## src/rtl/u8e_pkg.sv

```systemverilog
`default_nettype none

package u8e_pkg;

  // Outcome of scanning the bytes of one candidate sequence.
  typedef enum logic [1:0] {
    SEQ_BAD,
    SEQ_PART,
    SEQ_DONE
  } seq_res_e;

  // Sequencer state of the back end.
  typedef enum logic {
    ST_IDLE,
    ST_RUN
  } back_state_e;

  typedef struct packed {
    seq_res_e   res;
    logic [2:0] len;
  } cls_t;

  // One queued input item.
  typedef struct packed {
    logic [7:0] in_byte;
    logic       string_end;
  } q_item_t;

  typedef logic [3:0][7:0] byte_buf_t;

  localparam logic [7:0] ESC_LEAD  = 8'hEE;
  localparam logic [7:0] CONT_MARK = 8'h80;
  localparam logic [7:0] CONT_LO   = 8'h80;
  localparam logic [7:0] CONT_HI   = 8'hBF;
  localparam logic [7:0] LOW_MASK  = 8'h3F;

  // Escape phases: lead byte, high bits of the raw byte, low six bits.
  localparam logic [1:0] PH_LEAD = 2'd0;
  localparam logic [1:0] PH_HIGH = 2'd1;
  localparam logic [1:0] PH_LOW  = 2'd2;

  // Classify the first n bytes of b under strict UTF-8 rules.
  function automatic cls_t classify(input byte_buf_t b, input logic [2:0] n);
    logic [2:0] need;
    logic [7:0] lo2;
    logic [7:0] hi2;
    logic       bad;
    cls_t       r;
    bad  = 1'b0;
    need = 3'd1;
    lo2  = CONT_LO;
    hi2  = CONT_HI;
    if (b[0] < 8'h80) begin
      need = 3'd1;
    end else if (b[0] inside {[8'hC2:8'hDF]}) begin
      need = 3'd2;
    end else if (b[0] inside {[8'hE0:8'hEF]}) begin
      need = 3'd3;
      if (b[0] == 8'hE0) lo2 = 8'hA0;
      if (b[0] == 8'hED) hi2 = 8'h9F;
    end else if (b[0] inside {[8'hF0:8'hF4]}) begin
      need = 3'd4;
      if (b[0] == 8'hF0) lo2 = 8'h90;
      if (b[0] == 8'hF4) hi2 = 8'h8F;
    end else begin
      bad = 1'b1;
    end
    if (need > 3'd1 && n > 3'd1 && (b[1] < lo2 || b[1] > hi2)) bad = 1'b1;
    if (need > 3'd2 && n > 3'd2 && (b[2] < CONT_LO || b[2] > CONT_HI)) bad = 1'b1;
    if (need > 3'd3 && n > 3'd3 && (b[3] < CONT_LO || b[3] > CONT_HI)) bad = 1'b1;
    r.len = need;
    if (bad) begin
      r.res = SEQ_BAD;
    end else if (n < need) begin
      r.res = SEQ_PART;
    end else begin
      r.res = SEQ_DONE;
    end
    return r;
  endfunction

endpackage

`default_nettype wire

```

## src/rtl/u8e_in_if.sv

```systemverilog
`default_nettype none

interface u8e_in_if;
  logic       valid;
  logic       ready;
  logic [7:0] in_byte;
  logic       string_end;

  modport source (output valid, output in_byte, output string_end, input ready);
  modport sink (input valid, input in_byte, input string_end, output ready);
endinterface

`default_nettype wire

```

## src/rtl/u8e_out_if.sv

```systemverilog
`default_nettype none

interface u8e_out_if;
  logic       valid;
  logic       ready;
  logic [7:0] out_byte;
  logic       run_last;
  logic       output_end;

  modport source (output valid, output out_byte, output run_last, output output_end,
                  input ready);
  modport sink (input valid, input out_byte, input run_last, input output_end,
                output ready);
endinterface

`default_nettype wire

```

## src/rtl/utf8_invalid_byte_escaper.sv

```systemverilog
// Flow: an input byte is written into the front queue, then loaded into the back-end buffer, and
// its first output byte is registered from there; a byte that is only held gives no output.
// Sequencing: the back-end sequencer loads an item in ST_IDLE, then in ST_RUN either checks
// that the byte is only held or emits its output bytes (up to twelve), waiting whenever the
// output stalls; it takes no new item from the queue until it is back in ST_IDLE.
// Reset: rst_ni clears the queue, the held-byte count and the output valid asynchronously.
`default_nettype none

module utf8_invalid_byte_escaper import u8e_pkg::*; (
  input  wire        clk_i,
  input  wire        rst_ni,
  u8e_in_if.sink     in_i,
  u8e_out_if.source  out_o
);

  logic    q_valid;
  q_item_t q_item;
  logic    q_pop;

  // Front end: accepts transfers into a short queue.
  u8e_front u_front (
    .clk_i     (clk_i),
    .rst_ni    (rst_ni),
    .in_i      (in_i),
    .q_valid_o (q_valid),
    .q_item_o  (q_item),
    .q_pop_i   (q_pop)
  );

  // Back end: scans held bytes and emits the escaped stream.
  u8e_back u_back (
    .clk_i     (clk_i),
    .rst_ni    (rst_ni),
    .q_valid_i (q_valid),
    .q_item_i  (q_item),
    .q_pop_o   (q_pop),
    .out_o     (out_o)
  );

endmodule

`default_nettype wire

```

## src/rtl/u8e_front.sv

```systemverilog
`default_nettype none

module u8e_front import u8e_pkg::*; (
  input  wire      clk_i,
  input  wire      rst_ni,
  u8e_in_if.sink   in_i,
  output logic     q_valid_o,
  output q_item_t  q_item_o,
  input  wire      q_pop_i
);

  q_item_t    slot_q [2];
  logic       wr_ptr_q, wr_ptr_d;
  logic       rd_ptr_q, rd_ptr_d;
  logic [1:0] count_q, count_d;
  logic       push;
  logic       pop;

  // The front accepts a transfer whenever the two-entry queue has room.
  assign in_i.ready = (count_q != 2'd2);
  assign push       = in_i.valid && in_i.ready;
  assign pop        = q_pop_i && q_valid_o;
  assign q_valid_o  = (count_q != 2'd0);
  assign q_item_o   = slot_q[rd_ptr_q];

  // Pointer and fill bookkeeping.
  always_comb begin
    wr_ptr_d = push ? ~wr_ptr_q : wr_ptr_q;
    rd_ptr_d = pop ? ~rd_ptr_q : rd_ptr_q;
    count_d  = count_q;
    if (push && !pop) begin
      count_d = count_q + 2'd1;
    end else if (pop && !push) begin
      count_d = count_q - 2'd1;
    end
  end

  always_ff @(posedge clk_i or negedge rst_ni) begin
    if (!rst_ni) begin
      wr_ptr_q <= 1'b0;
      rd_ptr_q <= 1'b0;
      count_q  <= 2'd0;
    end else begin
      wr_ptr_q <= wr_ptr_d;
      rd_ptr_q <= rd_ptr_d;
      count_q  <= count_d;
    end
  end

  // Queue storage carries no reset.
  always_ff @(posedge clk_i) begin
    if (push) begin
      slot_q[wr_ptr_q] <= '{in_byte: in_i.in_byte, string_end: in_i.string_end};
    end
  end

endmodule

`default_nettype wire

```

## src/rtl/u8e_back.sv

```systemverilog
`default_nettype none

module u8e_back import u8e_pkg::*; (
  input  wire        clk_i,
  input  wire        rst_ni,
  input  wire        q_valid_i,
  input  q_item_t    q_item_i,
  output logic       q_pop_o,
  u8e_out_if.source  out_o
);

  back_state_e state_q, state_d;
  byte_buf_t   buf_q, buf_d;
  logic [2:0]  n_q, n_d;
  logic        last_q, last_d;
  logic [1:0]  phase_q, phase_d;

  logic        out_valid_q, out_valid_d;
  logic [7:0]  out_byte_q, out_byte_d;
  logic        run_last_q, run_last_d;
  logic        out_end_q, out_end_d;

  cls_t        cls0;
  cls_t        cls1;
  logic        escape;
  logic [2:0]  adv;
  byte_buf_t   rem_buf;
  logic [2:0]  rem_n;
  logic [2:0]  rem_idx [4];
  logic        slot_free;
  logic        chunk_end;
  logic        rem_done;

  assign out_o.valid      = out_valid_q;
  assign out_o.out_byte   = out_byte_q;
  assign out_o.run_last   = run_last_q;
  assign out_o.output_end = out_end_q;
  assign slot_free        = !out_valid_q || out_o.ready;

  // Scan the current buffer, then look ahead at what stays after this chunk.
  assign cls0   = classify(buf_q, n_q);
  assign escape = (cls0.res != SEQ_DONE);
  assign adv    = escape ? 3'd1 : cls0.len;
  assign rem_n  = n_q - adv;

  always_comb begin
    for (int i = 0; i < 4; i++) begin
      rem_idx[i] = 3'(i) + adv;
      rem_buf[i] = (rem_idx[i] < 3'd4) ? buf_q[rem_idx[i][1:0]] : 8'h00;
    end
  end

  assign cls1     = classify(rem_buf, rem_n);
  assign rem_done = (rem_n == 3'd0) || (cls1.res == SEQ_PART && !last_q);
  assign chunk_end = escape ? (phase_q == PH_LOW)
                            : ({1'b0, phase_q} == cls0.len - 3'd1);

  // Next state, buffer update and output byte selection.
  always_comb begin
    state_d     = state_q;
    buf_d       = buf_q;
    n_d         = n_q;
    last_d      = last_q;
    phase_d     = phase_q;
    out_valid_d = out_valid_q && !out_o.ready;
    out_byte_d  = out_byte_q;
    run_last_d  = run_last_q;
    out_end_d   = out_end_q;
    q_pop_o     = 1'b0;
    case (state_q)
      ST_IDLE: begin
        if (q_valid_i) begin
          q_pop_o             = 1'b1;
          buf_d[n_q[1:0]]     = q_item_i.in_byte;
          n_d                 = n_q + 3'd1;
          last_d              = q_item_i.string_end;
          phase_d             = PH_LEAD;
          state_d             = ST_RUN;
        end
      end
      ST_RUN: begin
        if (cls0.res == SEQ_PART && !last_q) begin
          // An unfinished sequence is held for the next item.
          state_d = ST_IDLE;
        end else if (slot_free) begin
          out_valid_d = 1'b1;
          if (escape) begin
            case (phase_q)
              PH_LEAD: out_byte_d = ESC_LEAD;
              PH_HIGH: out_byte_d = CONT_MARK | {6'b0, buf_q[0][7:6]};
              default: out_byte_d = CONT_MARK | (buf_q[0] & LOW_MASK);
            endcase
          end else begin
            out_byte_d = buf_q[phase_q];
          end
          run_last_d = chunk_end && rem_done;
          out_end_d  = chunk_end && rem_done && last_q;
          if (chunk_end) begin
            buf_d   = rem_buf;
            n_d     = rem_n;
            phase_d = PH_LEAD;
            if (rem_done) begin
              state_d = ST_IDLE;
            end
          end else begin
            phase_d = phase_q + 2'd1;
          end
        end
      end
      default: begin
        state_d = ST_IDLE;
      end
    endcase
  end

  always_ff @(posedge clk_i or negedge rst_ni) begin
    if (!rst_ni) begin
      state_q     <= ST_IDLE;
      n_q         <= 3'd0;
      last_q      <= 1'b0;
      phase_q     <= PH_LEAD;
      out_valid_q <= 1'b0;
    end else begin
      state_q     <= state_d;
      n_q         <= n_d;
      last_q      <= last_d;
      phase_q     <= phase_d;
      out_valid_q <= out_valid_d;
    end
  end

  // Held bytes and the output payload carry no reset.
  always_ff @(posedge clk_i) begin
    buf_q      <= buf_d;
    out_byte_q <= out_byte_d;
    run_last_q <= run_last_d;
    out_end_q  <= out_end_d;
  end

endmodule

`default_nettype wire

```

## src/flat_wrapper.sv

```systemverilog
// flat-port wrapper written by rule: the top's interface ports become plain ports
module utf8_invalid_byte_escaper_flat import u8e_pkg::*;
  (clk_i, rst_ni, in_i_valid, in_i_in_byte, in_i_string_end, in_i_ready, out_o_valid, out_o_out_byte, out_o_run_last, out_o_output_end, out_o_ready);
  u8e_in_if in_i_i ();
  u8e_out_if out_o_i ();
  input  wire clk_i;
  input  wire rst_ni;
  input wire logic [$bits(in_i_i.valid)-1:0] in_i_valid;
  input wire logic [$bits(in_i_i.in_byte)-1:0] in_i_in_byte;
  input wire logic [$bits(in_i_i.string_end)-1:0] in_i_string_end;
  output wire logic [$bits(in_i_i.ready)-1:0] in_i_ready;
  output wire logic [$bits(out_o_i.valid)-1:0] out_o_valid;
  output wire logic [$bits(out_o_i.out_byte)-1:0] out_o_out_byte;
  output wire logic [$bits(out_o_i.run_last)-1:0] out_o_run_last;
  output wire logic [$bits(out_o_i.output_end)-1:0] out_o_output_end;
  input wire logic [$bits(out_o_i.ready)-1:0] out_o_ready;
  assign in_i_i.valid = in_i_valid;
  assign in_i_i.in_byte = in_i_in_byte;
  assign in_i_i.string_end = in_i_string_end;
  assign in_i_ready = in_i_i.ready;
  assign out_o_valid = out_o_i.valid;
  assign out_o_out_byte = out_o_i.out_byte;
  assign out_o_run_last = out_o_i.run_last;
  assign out_o_output_end = out_o_i.output_end;
  assign out_o_i.ready = out_o_ready;
  utf8_invalid_byte_escaper u_core (.clk_i(clk_i), .rst_ni(rst_ni), .in_i(in_i_i), .out_o(out_o_i));
endmodule
```

## config.mk

```make
export PLATFORM = sky130hd
export DESIGN_NAME = utf8_invalid_byte_escaper_flat
export DESIGN_NICKNAME = d
export VERILOG_FILES = /design/src/rtl/u8e_pkg.sv /design/src/rtl/u8e_in_if.sv /design/src/rtl/u8e_out_if.sv /design/src/rtl/utf8_invalid_byte_escaper.sv /design/src/rtl/u8e_front.sv /design/src/rtl/u8e_back.sv /design/src/flat_wrapper.sv
export SDC_FILE = /design/constraint.sdc
export NUM_CORES = 1
export LEC_CHECK = 0
export ABC_AREA = 1
export BUFFER_PORTS_ARGS = -buffer_cell sky130_fd_sc_hd__buf_2
export CORE_AREA = 2 2 144 146
export DETAILED_ROUTE_END_ITERATION = 10
export DIE_AREA = 0 0 146 148
export HOLD_SLACK_MARGIN = 0.12
export PLACE_DENSITY_LB_ADDON = 0.12
export SETUP_SLACK_MARGIN = 0.2
export SYNTH_ARGS = -nofsm -noshare
export SYNTH_HDL_FRONTEND = slang
export SYNTH_SLANG_ARGS = --single-unit
```

## constraint.sdc

```tcl
create_clock -name clk_i -period 10.95 [get_ports clk_i]
set_input_delay 2.19 -clock clk_i [delete_from_list [all_inputs] [get_ports clk_i]]
set_output_delay 2.19 -clock clk_i [all_outputs]
set_load 0.005 [all_outputs]
```

==> flow_summary.yaml <==
clock_tree:
  postCtsSetupRepairBufs: 0
  clockRootBuffer: "clkbuf_16"
  clock_path_buffers: 2
  ctsResizeCount: 0
  insertion_delay_ns: 0.35
  cts-buffers-inserted: 9
  ctsHoldBuffers: 0
  cts_tree: "yes"
  cts.clk_slew.worst_paths_ns: 0.06
  htree_num_levels: 3
  cts.sinks: 72
sta:
  slew_headroom: 0.396
  clock_skew_ns: 0.0158
  tightest_slew_ns: 0.906
  hold_viol_final: 0
  rsz0062_at_grt: "no"
  setup_viol: 0
  fmaxAchievable_ghz: 0.165
  fin_hold_ws_ns: 0.472
  setup_ws_ns: 4.89
  drv_slew: 0
  fin_crit_ns: 6.06
  fin_tns_setup_ns: 0
  fin_crit_sh: 0.553
routing:
  via_count: 4571
  wire_per_inst_um: 18.1
  vias_per_cell: 4.90
  drc: 0
  drt_iter0_markers: 449
  drt_pass1_iterations: 5
  routed_wl_um: 16900
  ant_nets: 0
place:
  dp.cells: 916
  preCtsSetupSlack_ns: 4.94
  port_buffers: 24
  hpwl_um: 12900
  globalplace.congestion: 0.844
logic_synthesis:
  yosysSeqAreaShare: 0.424
  synth_edf_count: 60
  ys_async_sr_fraction: 0.167
  syn_area_sq_um: 4960
  yosysWarningCount: 0
  yosys.cell_types.count: 43
  synth_top_area_share: 0.363
  synth_most_common_cell: "nand2_1"
  syn_avg_cell_area_sq_um: 7.74
  synth_ff_type: "edfxtp_1"
  synth_nets: 677
  ys_ff_latch: 72
  synth_top_area_cell: "edfxtp_1"
  synth_common_cells: "nand2_1, inv_1, nand3_1"
  synth_area_leaders: "edfxtp_1, nand2_1, nand3_1"
  syn_inst: 641
floorplanning:
  die_height_um: 148
  rows: 52
  dieArea_sq_um: 21600
  die_width_um: 146
  io_pins: 25
  start_util: 0.248
  coreArea_sq_um: 20000
critical_path:
  r2r_end: "u_core.u_back.out_o.output_end$_DFFE_PP_"
  cpMostUsedCell: "nand2_1"
  worstPathMaxFanout: 24
  cp-start-kind: "register"
  worstRegToRegCells: 29
  reg2reg_slack_ns: 4.89
  cp.required_ns: 11.06
  path_class: "reg2reg"
  crit_path_start: "u_core.u_back.buf_q[3]$_DFFE_PP_"
  cp_slowest_cell: "nand3_1"
  cp-end-kind: "register"
  critPathMaxStageDelay_ns: 0.69
  timing.rr.start: "u_core.u_back.buf_q[3]$_DFFE_PP_"
  cp-endpoint: "u_core.u_back.out_o.output_end$_DFFE_PP_"
  worst_ep_arrival_time_ns: 6.16
cells_and_area:
  syn_to_final_growth_pct: 13.4
  final_cell_count_no_fill: 932
  seq_area_sq_um: 2100
  num_antenna_cells: 0
  nFillCells: 2206
  drive_gt1_frac: 0.0967
  nets: 693
  multi_input_area_sq_um: 2420
grt:
  grt_overflow: 0
  grt_max_degree: 26
  grt_use_total: 0.157
  antenna_found_initial: 0
  grt_pass1_vias: 4254
  grt_pass1_wl_um: 25700
worst_hold_path:
  min_path_type: "reg2reg"
job:
  maxCapViolCount: 0
status:
  status: "completed"
-- kinds of logic (layout without fill, tap and decap cells) --
logic type / Yosys count / after routing / synth area share
AND/OR/NAND/NOR: 304 / 304 / 0.270
adder cells (fa/ha/maj): 23 / 23 / 0.0595
multiplexers: 2 / 2 / 0.00404
AO/OA/AOI/OAI: 123 / 123 / 0.140
flip-flops: 72 / 72 / 0.424
buffers and inverters: 110 / 131 / 0.0890
XOR/XNOR: 7 / 7 / 0.0139
-- registers in the layout, indices dropped and copies added, names as in the netlist, 2 cells and up --
signal and cells:
u_core.u_back.n_q 3, u_core.u_front.slot_q 18, u_core.u_front.count_q 2, u_core.u_back.out_o.out_byte 8, u_core.u_back.phase_q 2, u_core.u_back.buf_q 32
-- metrics by stage --
step	cell area, sq um	util
final	5630	0.281
after floorplan	4960	-
after detailed placement	5340	0.266
after global routing	5630	0.281
after CTS	5630	0.281
after global placement	5340	0.266
-- worst max-delay path: cells and delay by family (launching register included) --
kind	cells	cell delay (ns)
DFF	1	0.53
buffers and inverters	4	1.03
adders and majority gates	3	0.81
AOI/OAI and AO/OA	1	0.07
and+or+nand+nor	21	3.33
-- cells in the final DEF, fill, tap and decap left out, drive strengths merged, types with 3 or more instances in the layout --
master,Yosys,routed
xor2,5,5
dfrtp,12,12
nand2,149,149
edfxtp,60,60
ha,22,22
nand4,26,26
o211ai,5,5
buf,11,28
nand3,69,69
clkbuf,12,10
a31oi,3,3
a21oi,25,25
o22ai,12,12
o21ai,69,69
inv,85,85
nor2,55,55
clkinv,2,6
-- worst min-delay path by stage --
stage,slack (ns),endpoint,from,depth (start not counted)
after floorplan,0.45,u_core.u_front.count_q[0]$_DFFE_PN0P_,u_core.u_front.count_q[0]$_DFFE_PN0P_,1
after global placement,0.46,u_core.u_front.count_q[0]$_DFFE_PN0P_,u_core.u_front.count_q[0]$_DFFE_PN0P_,1
after detailed placement,0.46,u_core.u_front.count_q[0]$_DFFE_PN0P_,u_core.u_front.count_q[0]$_DFFE_PN0P_,1
after CTS,0.48,u_core.u_front.count_q[0]$_DFFE_PN0P_,u_core.u_front.count_q[0]$_DFFE_PN0P_,1
after global routing,0.50,u_core.u_front.count_q[0]$_DFFE_PN0P_,u_core.u_front.count_q[0]$_DFFE_PN0P_,1
final,0.47,u_core.u_front.count_q[0]$_DFFE_PN0P_,u_core.u_front.count_q[0]$_DFFE_PN0P_,1
-- metal layers --
metal | global-route usage | up-vias | routed length, um
met5 | 0 | - | 0
met4 | 0.0447 | 0 | 216
met3 | 0.0262 | 20 | 1080
met2 | 0.251 | 186 | 7760
met1 | 0.221 | 2145 | 7820
li1 | - | 2220 | -
-- final cells by class --
class	count	share of cell area
multi-input cells	459	0.430
flip-flops and latches	72	0.374
well taps	270	0.0601
inverters	87	0.0585
clock buffers	10	0.0407
repair buffers	28	0.0267
clock inverters	6	0.0107
Power is left out: the tool's default activity adds up to more than one toggle a clock period on the data nets, which glitch-free logic cannot reach.
